===== src/sv/jsu_pkg.sv =====
// Shared types and constants for the JSON string unescaper.
// No dependencies; the front, queue, back and top modules import this package.
package jsu_pkg;

  // Parser modes
  typedef enum logic [2:0] {
    MODE_IDLE     = 3'd0,
    MODE_TEXT     = 3'd1,
    MODE_ESC      = 3'd2,
    MODE_HEX      = 3'd3,
    MODE_PAIR_BS  = 3'd4,
    MODE_PAIR_U   = 3'd5,
    MODE_PAIR_HEX = 3'd6
  } mode_e;

  // Result status codes
  typedef enum logic [2:0] {
    ST_RUN      = 3'd0,
    ST_OK       = 3'd1,
    ST_BAD_ESC  = 3'd2,
    ST_BAD_HEX  = 3'd3,
    ST_BAD_SURR = 3'd4,
    ST_CTRL     = 3'd5,
    ST_NO_QUOTE = 3'd6
  } status_e;

  // Job kinds passed from front to back
  typedef enum logic [1:0] {
    JOB_RAW    = 2'd0,  // one byte as is
    JOB_CP     = 2'd1,  // code point, UTF-8 encoded
    JOB_STATUS = 2'd2   // status only
  } job_kind_e;

  localparam int unsigned CpW    = 21;
  localparam int unsigned QDepth = 4;
  localparam int unsigned QAw    = $clog2(QDepth);

  typedef struct packed {
    job_kind_e        kind;
    logic [CpW-1:0]   data;
    status_e          status;
  } job_t;

  // Characters
  localparam logic [7:0] CH_NUL    = 8'h00;
  localparam logic [7:0] CH_QUOTE  = 8'h22;
  localparam logic [7:0] CH_BSLASH = 8'h5C;
  localparam logic [7:0] CH_SLASH  = 8'h2F;
  localparam logic [7:0] CH_LC_B   = 8'h62;
  localparam logic [7:0] CH_LC_F   = 8'h66;
  localparam logic [7:0] CH_LC_N   = 8'h6E;
  localparam logic [7:0] CH_LC_R   = 8'h72;
  localparam logic [7:0] CH_LC_T   = 8'h74;
  localparam logic [7:0] CH_LC_U   = 8'h75;
  localparam logic [7:0] CH_SPACE  = 8'h20;

  localparam logic [7:0] CTL_BS = 8'h08;
  localparam logic [7:0] CTL_FF = 8'h0C;
  localparam logic [7:0] CTL_LF = 8'h0A;
  localparam logic [7:0] CTL_CR = 8'h0D;
  localparam logic [7:0] CTL_HT = 8'h09;

  // Surrogate ranges and UTF-8 bounds
  localparam logic [15:0] HI_SURR_MIN = 16'hD800;
  localparam logic [15:0] HI_SURR_MAX = 16'hDBFF;
  localparam logic [15:0] LO_SURR_MIN = 16'hDC00;
  localparam logic [15:0] LO_SURR_MAX = 16'hDFFF;
  localparam logic [CpW-1:0] SUPP_BASE = 21'h10000;
  localparam logic [CpW-1:0] UTF8_MAX1 = 21'h7F;
  localparam logic [CpW-1:0] UTF8_MAX2 = 21'h7FF;
  localparam logic [CpW-1:0] UTF8_MAX3 = 21'hFFFF;

endpackage


===== src/sv/jsu_in_if.sv =====
// Input request channel: one string-body byte per request.
// Depends on nothing.
interface jsu_in_if;
  logic       valid;
  logic       ready;
  logic [7:0] in_byte;
  logic       new_string;

  modport source (output valid, output in_byte, output new_string, input ready);
  modport sink   (input valid, input in_byte, input new_string, output ready);
endinterface


===== src/sv/jsu_out_if.sv =====
// Output request channel: one decoded byte or status per request.
// Depends on nothing.
interface jsu_out_if;
  logic       valid;
  logic       ready;
  logic [7:0] out_byte;
  logic       byte_valid;
  logic [2:0] status;
  logic       last;

  modport source (output valid, output out_byte, output byte_valid, output status,
                  output last, input ready);
  modport sink   (input valid, input out_byte, input byte_valid, input status,
                  input last, output ready);
endinterface


===== src/sv/jsu_front.sv =====
// Front end: escape/hex/surrogate parser, one input byte per cycle while the job queue is not full.
// Depends on jsu_pkg and jsu_in_if; pushes jobs into jsu_queue.
module jsu_front import jsu_pkg::*; (
  input  logic    clk_i,
  input  logic    rst_ni,
  jsu_in_if.sink  req_i,
  input  logic    q_full_i,
  output logic    push_o,
  output job_t    push_job_o
);

  mode_e       mode_q, mode_d, mode_cur;
  logic [1:0]  cnt_q, cnt_d, cnt_cur;
  logic [15:0] acc_q, acc_d, acc_cur, acc_nxt;
  logic [15:0] hs_q, hs_d, hs_cur;
  logic [4:0]  hv;
  logic [7:0]  ch;

  function automatic logic [4:0] hex_val(input logic [7:0] c);
    logic [4:0] r;
    r = 5'h10;
    if (c inside {[8'h30:8'h39]}) r = {1'b0, c[3:0]};
    else if (c inside {[8'h41:8'h46], [8'h61:8'h66]}) r = {1'b0, c[3:0] + 4'd9};
    return r;
  endfunction

  assign req_i.ready = !q_full_i;
  assign ch          = req_i.in_byte;
  assign hv          = hex_val(ch);
  assign acc_nxt     = {acc_cur[11:0], hv[3:0]};

  always_comb begin
    if (req_i.new_string) begin
      mode_cur = MODE_TEXT;
      cnt_cur  = '0;
      acc_cur  = '0;
      hs_cur   = '0;
    end else begin
      mode_cur = mode_q;
      cnt_cur  = cnt_q;
      acc_cur  = acc_q;
      hs_cur   = hs_q;
    end
  end

  always_comb begin
    mode_d            = mode_q;
    cnt_d             = cnt_q;
    acc_d             = acc_q;
    hs_d              = hs_q;
    push_o            = 1'b0;
    push_job_o.kind   = JOB_RAW;
    push_job_o.data   = {{(CpW-8){1'b0}}, ch};
    push_job_o.status = ST_RUN;

    if (req_i.valid && req_i.ready) begin
      mode_d = mode_cur;
      cnt_d  = cnt_cur;
      acc_d  = acc_cur;
      hs_d   = hs_cur;
      case (mode_cur)
        MODE_TEXT: begin
          if (ch == CH_NUL) begin
            push_o = 1'b1; push_job_o.kind = JOB_STATUS; push_job_o.status = ST_NO_QUOTE;
            mode_d = MODE_IDLE;
          end else if (ch == CH_QUOTE) begin
            push_o = 1'b1; push_job_o.kind = JOB_STATUS; push_job_o.status = ST_OK;
            mode_d = MODE_IDLE;
          end else if (ch == CH_BSLASH) begin
            mode_d = MODE_ESC;
          end else if (ch < CH_SPACE) begin
            push_o = 1'b1; push_job_o.kind = JOB_STATUS; push_job_o.status = ST_CTRL;
            mode_d = MODE_IDLE;
          end else begin
            push_o = 1'b1;
          end
        end
        MODE_ESC: begin
          mode_d = MODE_TEXT;
          push_o = 1'b1;
          case (ch)
            CH_QUOTE, CH_BSLASH, CH_SLASH: ;
            CH_LC_B: push_job_o.data = {{(CpW-8){1'b0}}, CTL_BS};
            CH_LC_F: push_job_o.data = {{(CpW-8){1'b0}}, CTL_FF};
            CH_LC_N: push_job_o.data = {{(CpW-8){1'b0}}, CTL_LF};
            CH_LC_R: push_job_o.data = {{(CpW-8){1'b0}}, CTL_CR};
            CH_LC_T: push_job_o.data = {{(CpW-8){1'b0}}, CTL_HT};
            CH_LC_U: begin
              push_o = 1'b0;
              mode_d = MODE_HEX;
              cnt_d  = '0;
              acc_d  = '0;
            end
            default: begin
              push_job_o.kind   = JOB_STATUS;
              push_job_o.status = ST_BAD_ESC;
              mode_d            = MODE_IDLE;
            end
          endcase
        end
        MODE_HEX, MODE_PAIR_HEX: begin
          if (hv[4]) begin
            push_o = 1'b1; push_job_o.kind = JOB_STATUS; push_job_o.status = ST_BAD_HEX;
            mode_d = MODE_IDLE;
          end else begin
            acc_d = acc_nxt;
            if (cnt_cur != 2'd3) begin
              cnt_d = cnt_cur + 2'd1;
            end else begin
              cnt_d = '0;
              if (mode_cur == MODE_HEX) begin
                if (acc_nxt >= HI_SURR_MIN && acc_nxt <= HI_SURR_MAX) begin
                  hs_d   = acc_nxt;
                  mode_d = MODE_PAIR_BS;
                end else begin
                  mode_d = MODE_TEXT;
                  push_o = 1'b1;
                  push_job_o.kind = JOB_CP;
                  push_job_o.data = {{(CpW-16){1'b0}}, acc_nxt};
                end
              end else if (acc_nxt < LO_SURR_MIN || acc_nxt > LO_SURR_MAX) begin
                push_o = 1'b1; push_job_o.kind = JOB_STATUS;
                push_job_o.status = ST_BAD_SURR;
                mode_d = MODE_IDLE;
              end else begin
                // (hi - D800) and (lo - DC00) are the low ten bits of each
                mode_d = MODE_TEXT;
                push_o = 1'b1;
                push_job_o.kind = JOB_CP;
                push_job_o.data = {1'b0, hs_cur[9:0], acc_nxt[9:0]} + SUPP_BASE;
              end
            end
          end
        end
        MODE_PAIR_BS: begin
          if (ch != CH_BSLASH) begin
            push_o = 1'b1; push_job_o.kind = JOB_STATUS; push_job_o.status = ST_BAD_SURR;
            mode_d = MODE_IDLE;
          end else begin
            mode_d = MODE_PAIR_U;
          end
        end
        MODE_PAIR_U: begin
          if (ch != CH_LC_U) begin
            push_o = 1'b1; push_job_o.kind = JOB_STATUS; push_job_o.status = ST_BAD_SURR;
            mode_d = MODE_IDLE;
          end else begin
            mode_d = MODE_PAIR_HEX;
            cnt_d  = '0;
            acc_d  = '0;
          end
        end
        default: begin
          mode_d = MODE_IDLE;
        end
      endcase
    end
  end

  always_ff @(posedge clk_i or negedge rst_ni) begin
    if (!rst_ni) begin
      mode_q <= MODE_IDLE;
      cnt_q  <= '0;
      acc_q  <= '0;
      hs_q   <= '0;
    end else begin
      mode_q <= mode_d;
      cnt_q  <= cnt_d;
      acc_q  <= acc_d;
      hs_q   <= hs_d;
    end
  end

endmodule


===== src/sv/jsu_queue.sv =====
// Small job FIFO between parser front end and UTF-8 back end.
// Depends on jsu_pkg.
module jsu_queue import jsu_pkg::*; (
  input  logic clk_i,
  input  logic rst_ni,
  input  logic push_i,
  input  job_t push_job_i,
  output logic full_o,
  output logic head_valid_o,
  output job_t head_job_o,
  input  logic pop_i
);

  job_t             mem_q [QDepth];
  logic [QAw-1:0]   wr_ptr_q, rd_ptr_q;
  logic [QAw:0]     count_q;

  assign full_o       = (count_q == (QAw+1)'(QDepth));
  assign head_valid_o = (count_q != '0);
  assign head_job_o   = mem_q[rd_ptr_q];

  always_ff @(posedge clk_i) begin
    if (push_i) begin
      mem_q[wr_ptr_q] <= push_job_i;
    end
  end

  always_ff @(posedge clk_i or negedge rst_ni) begin
    if (!rst_ni) begin
      wr_ptr_q <= '0;
      rd_ptr_q <= '0;
      count_q  <= '0;
    end else begin
      if (push_i) wr_ptr_q <= wr_ptr_q + 1'b1;
      if (pop_i)  rd_ptr_q <= rd_ptr_q + 1'b1;
      case ({push_i, pop_i})
        2'b10:   count_q <= count_q + 1'b1;
        2'b01:   count_q <= count_q - 1'b1;
        default: count_q <= count_q;
      endcase
    end
  end

endmodule


===== src/sv/jsu_back.sv =====
// Back end: expands jobs into 1..4 result requests, registered output.
// Depends on jsu_pkg and jsu_out_if.
module jsu_back import jsu_pkg::*; (
  input  logic      clk_i,
  input  logic      rst_ni,
  input  logic      head_valid_i,
  input  job_t      head_job_i,
  output logic      pop_o,
  jsu_out_if.source rsp_o
);

  logic [1:0]     k_q;
  logic [1:0]     nlast;
  logic [1:0]     seg_sel;
  logic [CpW-1:0] cp;
  logic [7:0]     lead, cont, piece;
  logic           load;

  logic           vld_q;
  logic [7:0]     byte_q;
  logic           bv_q;
  status_e        st_q;
  logic           last_q;

  assign cp = head_job_i.data;

  always_comb begin
    if (cp <= UTF8_MAX1)      nlast = 2'd0;
    else if (cp <= UTF8_MAX2) nlast = 2'd1;
    else if (cp <= UTF8_MAX3) nlast = 2'd2;
    else                      nlast = 2'd3;
  end

  always_comb begin
    case (nlast)
      2'd0:    lead = cp[7:0];
      2'd1:    lead = {3'b110, cp[10:6]};
      2'd2:    lead = {4'b1110, cp[15:12]};
      default: lead = {5'b11110, cp[20:18]};
    endcase
  end

  // continuation byte k carries six bits from position 6*(nlast-k)
  assign seg_sel = nlast - k_q;
  always_comb begin
    case (seg_sel)
      2'd0:    cont = {2'b10, cp[5:0]};
      2'd1:    cont = {2'b10, cp[11:6]};
      default: cont = {2'b10, cp[17:12]};
    endcase
  end

  assign piece = (k_q == 2'd0) ? lead : cont;
  assign load  = head_valid_i && (!vld_q || rsp_o.ready);

  always_comb begin
    pop_o = 1'b0;
    if (load) begin
      if (head_job_i.kind != JOB_CP || k_q == nlast) pop_o = 1'b1;
    end
  end

  always_ff @(posedge clk_i) begin
    if (load) begin
      case (head_job_i.kind)
        JOB_CP: begin
          byte_q <= piece;
          bv_q   <= 1'b1;
          st_q   <= ST_RUN;
          last_q <= (k_q == nlast);
        end
        JOB_STATUS: begin
          byte_q <= '0;
          bv_q   <= 1'b0;
          st_q   <= head_job_i.status;
          last_q <= 1'b1;
        end
        default: begin
          byte_q <= cp[7:0];
          bv_q   <= 1'b1;
          st_q   <= ST_RUN;
          last_q <= 1'b1;
        end
      endcase
    end
  end

  always_ff @(posedge clk_i or negedge rst_ni) begin
    if (!rst_ni) begin
      vld_q <= 1'b0;
      k_q   <= '0;
    end else begin
      if (load)              vld_q <= 1'b1;
      else if (rsp_o.ready)  vld_q <= 1'b0;
      if (pop_o)             k_q <= '0;
      else if (load)         k_q <= k_q + 2'd1;
    end
  end

  assign rsp_o.valid      = vld_q;
  assign rsp_o.out_byte   = byte_q;
  assign rsp_o.byte_valid = bv_q;
  assign rsp_o.status     = st_q;
  assign rsp_o.last       = last_q;

endmodule


===== src/sv/json_string_unescape_utf8_top.sv =====
// Top level of the JSON string unescaper with UTF-8 output.
// Depends on jsu_pkg, jsu_in_if, jsu_out_if, jsu_front, jsu_queue, jsu_back.
//
//  channel | dir | handshake            | payload
//  --------+-----+----------------------+-----------------------------------------
//  req_i   | in  | req_i.valid/.ready   | in_byte[7:0], new_string
//  rsp_o   | out | rsp_o.valid/.ready   | out_byte[7:0], byte_valid, status[2:0], last
//
// One input byte is taken per cycle while the 4-entry job queue has room.
// Each byte yields at most one job; the back end turns a job into one result
// per cycle while rsp_o is ready, so a code point yields 1..4 results (its UTF-8 length).
// An accepted byte's job is registered in the queue, then its result in the output register.
// rst_ni clears parser mode, queue pointers and the output valid; no sweep.
// Input and output stall independently; the queue decouples them.
module json_string_unescape_utf8_top import jsu_pkg::*; (
  input  logic      clk_i,
  input  logic      rst_ni,
  jsu_in_if.sink    req_i,
  jsu_out_if.source rsp_o
);

  logic q_full;
  logic push;
  job_t push_job;
  logic head_valid;
  job_t head_job;
  logic pop;

  // Parser: classifies input bytes into raw byte, code point or status jobs
  jsu_front u_front (
    .clk_i      (clk_i),
    .rst_ni     (rst_ni),
    .req_i      (req_i),
    .q_full_i   (q_full),
    .push_o     (push),
    .push_job_o (push_job)
  );

  // Decoupling queue
  jsu_queue u_queue (
    .clk_i        (clk_i),
    .rst_ni       (rst_ni),
    .push_i       (push),
    .push_job_i   (push_job),
    .full_o       (q_full),
    .head_valid_o (head_valid),
    .head_job_o   (head_job),
    .pop_i        (pop)
  );

  // UTF-8 encoder and output register
  jsu_back u_back (
    .clk_i        (clk_i),
    .rst_ni       (rst_ni),
    .head_valid_i (head_valid),
    .head_job_i   (head_job),
    .pop_o        (pop),
    .rsp_o        (rsp_o)
  );

endmodule

===== src/flat_wrapper.sv =====
// flat-port wrapper written by rule: the top's interface ports become plain ports
module json_string_unescape_utf8_top_flat import jsu_pkg::*;
  (clk_i, rst_ni, req_i_valid, req_i_in_byte, req_i_new_string, req_i_ready, rsp_o_valid, rsp_o_out_byte, rsp_o_byte_valid, rsp_o_status, rsp_o_last, rsp_o_ready);
  jsu_in_if req_i_i ();
  jsu_out_if rsp_o_i ();
  input  logic clk_i;
  input  logic rst_ni;
  input wire logic [$bits(req_i_i.valid)-1:0] req_i_valid;
  input wire logic [$bits(req_i_i.in_byte)-1:0] req_i_in_byte;
  input wire logic [$bits(req_i_i.new_string)-1:0] req_i_new_string;
  output wire logic [$bits(req_i_i.ready)-1:0] req_i_ready;
  output wire logic [$bits(rsp_o_i.valid)-1:0] rsp_o_valid;
  output wire logic [$bits(rsp_o_i.out_byte)-1:0] rsp_o_out_byte;
  output wire logic [$bits(rsp_o_i.byte_valid)-1:0] rsp_o_byte_valid;
  output wire logic [$bits(rsp_o_i.status)-1:0] rsp_o_status;
  output wire logic [$bits(rsp_o_i.last)-1:0] rsp_o_last;
  input wire logic [$bits(rsp_o_i.ready)-1:0] rsp_o_ready;
  assign req_i_i.valid = req_i_valid;
  assign req_i_i.in_byte = req_i_in_byte;
  assign req_i_i.new_string = req_i_new_string;
  assign req_i_ready = req_i_i.ready;
  assign rsp_o_valid = rsp_o_i.valid;
  assign rsp_o_out_byte = rsp_o_i.out_byte;
  assign rsp_o_byte_valid = rsp_o_i.byte_valid;
  assign rsp_o_status = rsp_o_i.status;
  assign rsp_o_last = rsp_o_i.last;
  assign rsp_o_i.ready = rsp_o_ready;
  json_string_unescape_utf8_top u_core (.clk_i(clk_i), .rst_ni(rst_ni), .req_i(req_i_i), .rsp_o(rsp_o_i));
endmodule

===== config.mk =====
export PLATFORM = sky130hd
export DESIGN_NAME = json_string_unescape_utf8_top_flat
export DESIGN_NICKNAME = d
export VERILOG_FILES = /design/src/sv/jsu_pkg.sv /design/src/sv/jsu_in_if.sv /design/src/sv/jsu_out_if.sv /design/src/sv/jsu_front.sv /design/src/sv/jsu_queue.sv /design/src/sv/jsu_back.sv /design/src/sv/json_string_unescape_utf8_top.sv /design/src/flat_wrapper.sv
export SDC_FILE = /design/constraint.sdc
export NUM_CORES = 1
export LEC_CHECK = 0
export ABC_AREA = 1
export BUFFER_PORTS_ARGS = -buffer_cell sky130_fd_sc_hd__buf_2
export CAP_MARGIN = 40
export CORE_ASPECT_RATIO = 0.5
export CORE_MARGIN = 1.5
export CORE_UTILIZATION = 50
export DETAILED_ROUTE_END_ITERATION = 10
export GPL_ROUTABILITY_DRIVEN = 0
export PLACE_DENSITY = 0.66
export SLEW_MARGIN = 15
export SYNTH_ARGS = -nofsm -noshare
export SYNTH_HDL_FRONTEND = slang
export SYNTH_SLANG_ARGS = --single-unit

===== constraint.sdc =====
create_clock -name clk_i -period 9.1 [get_ports clk_i]
set_clock_uncertainty 0.2 [all_clocks]
set_input_delay 0.91 -clock clk_i [delete_from_list [all_inputs] [get_ports clk_i]]
set_output_delay 0.91 -clock clk_i [all_outputs]
set_load 0.005 [all_outputs]

==> summary by stage, run 1 <==
Synth
The share of synthesized area occupied by flip-flops and latches is between 50 and 60%. After synthesis, the netlist uses between 40 and 50 different library cells. The warning count from the yosys run is 0. The number of standard cells after synthesis is approximately 950.

The net count after synthesis is about 980. The average instance in the mapped netlist occupies ~8.7 um2. Counting flops and latches in the post-synthesis netlist gives 154. The synthesized netlist occupies a cell area of just over 0.008 mm2.

Floorplanning
The height of the die is between 90 and 100 um. The die covers 0.0174 mm2. The number of placement rows is 33. The number of top-level design ports is 28. In this run the standard cell core region covers about 0.016 mm2. The effective utilization at floorplan is about half. In this run the horizontal extent of the chip is approximately 190 um.

Hold path
The min-delay analysis places its worst path in the category in2async.

Final layout
After the last flow step, the layout net total stands at approximately 1000. 0 antenna diodes ended up in the layout. The final standard cell count with taps included and fillers excluded is about 1200. Leaving out fill and tap cells, the most frequent cell in the layout is sky130_fd_sc_hd__nand2_1.

The filler cells instantiated in the layout total roughly 1400. Relative to the synthesized area, the layout overhead comes to 12.0%. The fraction of final layout cells with drive strength greater than 1 is between 10% and 20%. The top cell types in the final layout, fill and taps aside, are sky130_fd_sc_hd__nand2_1, sky130_fd_sc_hd__edfxtp_1, sky130_fd_sc_hd__inv_1, sky130_fd_sc_hd__nand3_1, sky130_fd_sc_hd__nor2_1.

Worst setup path
STA classifies the critical path endpoint as a register. The critical path start-end classification is reg2reg. On the worst path, the slowest cell contributes a delay of 0.46 ns.

Walking the worst path, the cells encountered are buf_4, inv_4, nand2_1, nand3_1, nand2_1, nand2_1, nor2_4, nand2_1, nand2_1, inv_1, ha_1, nand3_1, nand2_1, nand2_1, inv_1, ha_1, inv_1, fa_1, a21oi_1, o21ai_0, xor2_1. The cell occurring most often along the worst timing path is sky130_fd_sc_hd__nand2_1. On the critical path, the stage with the largest delay is an instance of sky130_fd_sc_hd__buf_4. The path depth of the worst reg2reg path is 21. The endpoint required time on the critical path is 9.19 ns. The type of origin of the critical path is a register. STA puts the critical path data arrival time at between 4 and 5 ns. The maximum fanout count along the critical path is 54.

GRT
The overall fraction of global-route tracks in use is 24.7%. The global-route congestion overflow total is 0. The wire length of the first global-routing pass is between 30 and 40 mm. The via count of the first global-routing pass is between 6000 and 7000.

The initial antenna violation count was 0. The largest net degree at the start of global routing is 55.

Routing
In this run the remaining antenna-violating nets after routing total 0. The via density per instance is roughly 5.6. Detailed routing inserted a total of between 6000 and 7000 vias. The sum of routed wire length over all layers is ~20 mm. The detailed-route wire length per cell is between 15 and 20 um.

The total iterations of the first detailed-routing run is 6. In the routed design, unresolved DRC markers number 0. The detailed router finished its first iteration with 776 violations.

Clock tree
After clock tree synthesis, the flow added hold-fix buffers numbering 0. The root buffer cell chosen for the clock tree is sky130_fd_sc_hd__clkbuf_16. The total CTS buffers is 17.

After clock tree synthesis, the repair step resized 0 gates. The clock net in this run drives a total of 154 sinks. Counting along the longest clock path gives a buffer depth of 2.

Clock-pin slew was measured on the worst setup and hold paths at roughly 0.07 ns. The H-tree was split into 4 levels. TritonCTS built the clock tree. Clock latency on the worst-skew pair, taken at its later pin, is roughly 0.42 ns. In this run the post-CTS setup repair buffer count came out at 0.

STA
Hold timing on the final database bottoms out at a slack of 0.153 ns. Of the available clock period, the critical path in the final layout requires around half. The total count of hold-check failures in the final report is 0.

Setup repair after global routing left no endpoint under its margin. The slew at the pin closest to its max-slew limit is 0.911 ns. The total setup violations reported at the end of the flow is 0.

The final sum of negative setup slack is 0 ns. Timing would allow up to around 0.22 GHz. The final max-slew violation count was 0.

The final period demand of the worst path is around 4.5 ns. The relative slew slack is about two fifths.

Pwr
The total power density per cell area is 294 mW/mm2. In this run the static leakage power is approximately 3.9 nW. Across the VDD grid, the largest voltage drop is ~160 uV.

Run status
The run finished with clean final reports.

Flow run
The count of max-cap constraint violations is 0.

Placed design
The half-perimeter wire length of the detailed placement result is 13.9 mm. Buffers placed on the I/O ports in this run total 27. The placed cell count is 1179.
## cells by family (layout without fill, tap and decap cells)
kind of cell | count (synthesis) | in the layout | synth area share (%)
XOR/XNOR | 5 | 5 | 0.528
flip-flops | 154 | 154 | 53.6
AO/OA/AOI/OAI | 163 | 163 | 11.5
adder cells (fa/ha/maj) | 20 | 20 | 3.11
AND/OR/NAND/NOR | 464 | 464 | 24.2
buffers and inverters | 143 | 179 | 7.07
## metal layers
metal | routed length, um | global-route usage [%] | vias to the layer above
li1 | - | - | 3270
met1 | 9480 | 35.8 | 3171
met2 | 8750 | 37.5 | 311
met3 | 1620 | 5.00 | 42
met4 | 385 | 7.52 | 0
met5 | 0 | 0 | -
## Yosys cell counts, drive strengths merged
library cell | number | area, um2
nand2 | 263 | 1020
edfxtp | 117 | 3510
inv | 105 | 397
nand3 | 93 | 505
nor2 | 88 | 350
o21ai | 72 | 364
a21oi | 43 | 215
dfrtp | 37 | 926
buf | 21 | 125
ha | 19 | 238
clkbuf | 14 | 52.6
nor3 | 9 | 61.3
a31oi | 8 | 50.1
nand4 | 6 | 37.5
o211ai | 6 | 45.0
o22ai | 5 | 31.3
a221oi | 4 | 35.0
a22oi | 4 | 30.0
a32o | 4 | 40.0
o221ai | 4 | 35.0
o41ai | 4 | 35.0
xor2 | 4 | 35.0
clkinv | 3 | 11.3
a32oi | 2 | 17.5
nor4 | 2 | 12.5
o2111ai | 2 | 17.5
o31ai | 2 | 15.0
or2 | 2 | 12.5
a211oi | 1 | 7.51
a21o | 1 | 7.51
fa | 1 | 20.0
nand3b | 1 | 7.51
o32ai | 1 | 8.76
xnor2 | 1 | 8.76
## where the power goes
part	internal (W)	leakage (nW)	switching (W)	total (W)
sequential	0.000930	1.55	0.0000517	0.000981
combinational	0.000297	2.04	0.000696	0.000994
clock	0.000466	0.304	0.000292	0.000758
## path summary, 6_finish.rpt
| kind | from | to | slack [ns] |
|---|---|---|---|
| min in group clk_i | u_core.u_queue.count_q[0]$_DFFE_PN0P_ | u_core.u_queue.count_q[0]$_DFFE_PN0P_ | 0.28 |
| min reg2reg | u_core.u_queue.count_q[0]$_DFFE_PN0P_ | u_core.u_queue.count_q[0]$_DFFE_PN0P_ | 0.28 |
| max in group asynchronous | rst_ni | u_core.u_front.hs_q[8]$_DFFE_PN0P_ | 8.09 |
| min | rst_ni | u_core.u_queue.rd_ptr_q[0]$_DFFE_PN0P_ | 0.15 |
| max | u_core.u_queue.rd_ptr_q[0]$_DFFE_PN0P_ | u_core.u_queue.count_q[2]$_DFFE_PN0P_ | 4.56 |
| max reg2reg | u_core.u_queue.rd_ptr_q[0]$_DFFE_PN0P_ | u_core.u_queue.count_q[2]$_DFFE_PN0P_ | 4.56 |
## through the flow
step                      setup slack [ns]  utilization [%]  total power [W]  instance area (um2)
after global placement                4.81             52.8          0.00195                 8610
final                                 4.56             56.9          0.00273                 9290
after global routing                  4.24             56.9          0.00291                 9290
after detailed placement              4.62             53.0          0.00197                 8640
after floorplan                       5.23                -          0.00170                 8290
after CTS                             4.61             56.9          0.00273                 9280
## worst max-delay path: cells and delay by family (launching register included)
kind                       cells  cell delay, ns
AOI/OAI and AO/OA              2            0.29
buffers and inverters          5            1.16
adders and majority gates      3            1.04
and+or+nand+nor               10            1.15
xor gates and xnor gates       1            0.17
DFF                            1            0.33
## flip-flops by register name, indices dropped and copies added, names as in the netlist
name                            flops
u_core.u_queue.mem_q              104
u_core.u_front.acc_q               12
u_core.u_front.hs_q                10
u_core.u_back.rsp_o.out_byte        8
u_core.u_back.rsp_o.status          3
u_core.u_front.mode_q               3
u_core.u_queue.count_q              3
u_core.u_back.k_q                   2
u_core.u_front.cnt_q                2
u_core.u_queue.rd_ptr_q             2
u_core.u_queue.wr_ptr_q             2
u_core.u_back.rsp_o.byte_valid      1
u_core.u_back.rsp_o.last            1
u_core.u_back.rsp_o.valid           1
## final cells by class
cell class / instances / area [um2] / area share (%)
sequential: 154 / 4440 / 47.8
multi-input combinational: 652 / 3280 / 35.3
clock buffer: 18 / 429 / 4.62
inverter: 108 / 408 / 4.39
tap: 227 / 284 / 3.06
timing repair buffer: 39 / 239 / 2.57
clock inverter: 14 / 208 / 2.24
Power figures use the tool's default switching activity.
==> run 2: changes to the inputs <==
==> constraint.sdc (replaced) <==
create_clock -name clk_i -period 4.71 [get_ports clk_i]
set_clock_uncertainty 0.2 [all_clocks]
set_input_delay 0.471 -clock clk_i [delete_from_list [all_inputs] [get_ports clk_i]]
set_output_delay 0.471 -clock clk_i [all_outputs]
set_load 0.005 [all_outputs]
==> summary by stage, run 2 (synthesis results as in run 1) <==
Flow run
The count of max-cap constraint violations is 0 (unchanged).

Placed design
The half-perimeter wire length of the detailed placement result is 14.5 mm (+4.3%). The port buffer count is 27 (unchanged).

Clock tree
The root buffer cell chosen for the clock tree is sky130_fd_sc_hd__clkbuf_16. The clock latency reported for the late side of the worst-skew pair is 0.42 ns (about the same). The clock sink count was 154 (unchanged). The clock slew seen by the registers of the worst setup and hold paths is 0.07 ns (about the same). The total CTS buffers was 17 (unchanged). TritonCTS built the clock tree. The depth of the CTS H-tree is 4 (unchanged). The maximum count of clock buffers along a single path came to 2 (unchanged).

Floorplanning
The horizontal extent of the die came to 185 um (unchanged). The number of top-level design ports is 28 (unchanged). The height of the die was 94.0 um (unchanged). The number of placement rows is 33 (unchanged). The overall die area is 0.0174 mm2 (unchanged). The effective utilization at floorplan came to 50.8% (unchanged).

The area of the placeable core is 0.0163 mm2 (unchanged).

STA
The final max-slew violation count is 0 (unchanged). The final sum of negative setup slack was 0 ns (unchanged). The slew at the pin closest to its max-slew limit is 0.975 ns (+0.0645 ns). Setup repair after global routing left no endpoint under its margin. The share of the clock period used by the worst path was 84.8% (+35 points). The relative slew slack came to 34.1% (-4.4 points). The fmax is 0.250 GHz (+14%). The final period demand of the worst path is 4.00 ns (-0.544 ns). The total setup violations reported at the end of the flow is 0 (unchanged).

The total count of hold-check failures in the final report is 0 (unchanged).

Worst setup path
The data arrival time at the worst-slack endpoint is 4.09 ns (-0.54 ns). The endpoint required time on the critical path is 4.80 ns (-4.39 ns). The most numerous cell type found on the critical path is sky130_fd_sc_hd__nand2_1. The biggest cell delay along the critical path is 0.46 ns (about the same). The signal on the critical path passes through inv_2, buf_4, a21oi_1, a32o_1, nand4_1, nand2_1, nand2_1, inv_1, ha_1, nand3_1, nand2_1, nand2_1, inv_1, ha_1, inv_1, fa_1, a21oi_1, o21ai_0, xor2_1.

The maximum fanout count along the critical path came to 18 (-67%). The worst setup path is captured at a register. The combined buffer and inverter count along the critical path is 5 (unchanged). The worst setup path is launched from a register. The slowest stage cell on the critical path is sky130_fd_sc_hd__fa_1. The cell class contributing the biggest share of worst-path delay is adder cells. The critical path start-end classification is reg2reg.

Routing
The total via count in the routed design was 6845 (+0.75%). The routed length on met2 is 8.90 mm (+1.8%). The wire length on met1 is 9.85 mm (+3.9%). The number of antenna-violating nets in the routed design was 0 (unchanged). The DRC violation count after routing was 0 (unchanged). The met3 routed wirelength is 1.78 mm (+9.5%). The sum of routed wire length over all layers was 20.9 mm (+3.5%). The number of DRC markers in iteration 0 is 667 (-14%). The highest layer touched by signal routing is met4. The via density per instance was 5.63 (+0.50%). The total iterations of the first detailed-routing run is 6 (unchanged). The detailed-route wire length per cell is 17.2 um (+3.2%).

Final layout
The largest registers in the layout are u_core.u_queue.mem_q: 104 flops, u_core.u_front.acc_q: 12 flops, u_core.u_front.hs_q: 10 flops. The end-of-flow core utilization is 57.0% (+0.077 points). The number of antenna repair diodes is 0 (unchanged). The net total in the final layout is 1008 (+0.30%). The flip-flop count of the largest register after layout is 104 (unchanged). The fraction of final layout cells with drive strength greater than 1 is 11.1% (+0.17 points). The area added between synthesis and finish is 12.2%. The register containing the most flip-flops in the final layout is u_core.u_queue.mem_q. In the layout the commonest cells are sky130_fd_sc_hd__nand2_1, sky130_fd_sc_hd__edfxtp_1, sky130_fd_sc_hd__inv_1, sky130_fd_sc_hd__nand3_1, sky130_fd_sc_hd__nor2_1. The most common library cell in the layout ignoring fill and taps is sky130_fd_sc_hd__nand2_1.

Pwr
The leakage power of the design is 3.91 nW (+0.32%). The total power density per cell area is 569 mW/mm2 (+93%). The worst voltage drop across the vdd grid was 336 uV (+110%).

The post-route total power is 0.00529 W (+93%).

Run status
The flow ran to the end, and the final reports show no timing, DRC or antenna violations.

GRT
The global-route congestion overflow total is 0 (unchanged). The largest net degree at the start of global routing was 45 (-18%). The overall fraction of global-route tracks in use is 26.0% (+1.3 points).

The wire length of the first global-routing pass is 34.0 mm (+5.5%). The via count of the first global-routing pass is 6454 (+3.2%). The initial antenna violation count is 0 (unchanged).

Hold path
In this run the worst hold path is classified as in2async.
-- run 2: cell count changes in the layout (fill, tap and decap cells not counted), sizes merged --
cell           change
buf                +3
bufinv             -1
clkbuf             +1
clkdlybuf4s15      -1
dlygate4sd3        +1
-- run 2: worst paths after layout --
path                                                             start  cells past startpoint                                    end  slack [ns]
min in group clk_i                                         rsp_o_ready                      3  u_core.u_back.rsp_o.valid$_DFFE_PN0P_        0.28
max in group asynchronous                                       rst_ni                      3  u_core.u_queue.count_q[2]$_DFFE_PN0P_        3.62
worst max register to register  u_core.u_queue.rd_ptr_q[1]$_DFFE_PN0P_                     19  u_core.u_queue.count_q[2]$_DFFE_PN0P_        0.71
worst min register to register   u_core.u_queue.count_q[1]$_DFFE_PN0P_                      2  u_core.u_queue.count_q[1]$_DFFE_PN0P_        0.29
worst max-delay path            u_core.u_queue.rd_ptr_q[1]$_DFFE_PN0P_                     19  u_core.u_queue.count_q[2]$_DFFE_PN0P_        0.71
worst min-delay path                                            rst_ni                      2       u_core.u_back.k_q[1]$_DFFE_PN0P_        0.24
-- run 2: per-stage QoR --
step / instance area, um2 / hold slack, ns / instances / setup slack, ns
floorplan: 8290 / -0.0246 / 949 / 1.05
global placement: 8640 / 0.268 / 1180 / 0.913
detailed placement: 8660 / 0.138 / 1181 / 0.833
CTS: 9290 / 0.230 / 1214 / 0.784
global route: 9300 / 0.232 / 1215 / 0.385
finish: 9300 / 0.237 / 1215 / 0.715
-- run 2: layout make-up --
| type | instances | area [um2] |
|---|---|---|
| sequential | 154 | 4440 |
| clock inverter | 13 | 185 |
| clock buffer | 19 | 443 |
| timing repair buffer | 42 | 260 |
| fill | 1405 | 7010 |
| tap | 227 | 284 |
| multi-input combinational | 652 | 3280 |
| inverter | 108 | 408 |
-- run 2: power by group --
group / internal (W) / switching, W / leakage, nW
registers: 0.00180 / 0.000112 / 1.55
logic: 0.000589 / 0.00134 / 2.06
clock network: 0.000868 / 0.000582 / 0.302
-- run 2: what timing repair did --
action / 4_1_cts / 5_1_grt
hold buffers: 1 / 0
endpoints found under the setup margin: 0 / 0
resized for setup: 0 / 0
endpoints found under the hold margin: 37 / 0
setup buffers: 0 / 0
-- run 2: metal layers --
metal	vias to the layer above	track usage (%)
li1	3282	-
met1	3207	37.9
met2	318	38.1
met3	38	5.70
met4	0	9.15
met5	-	0
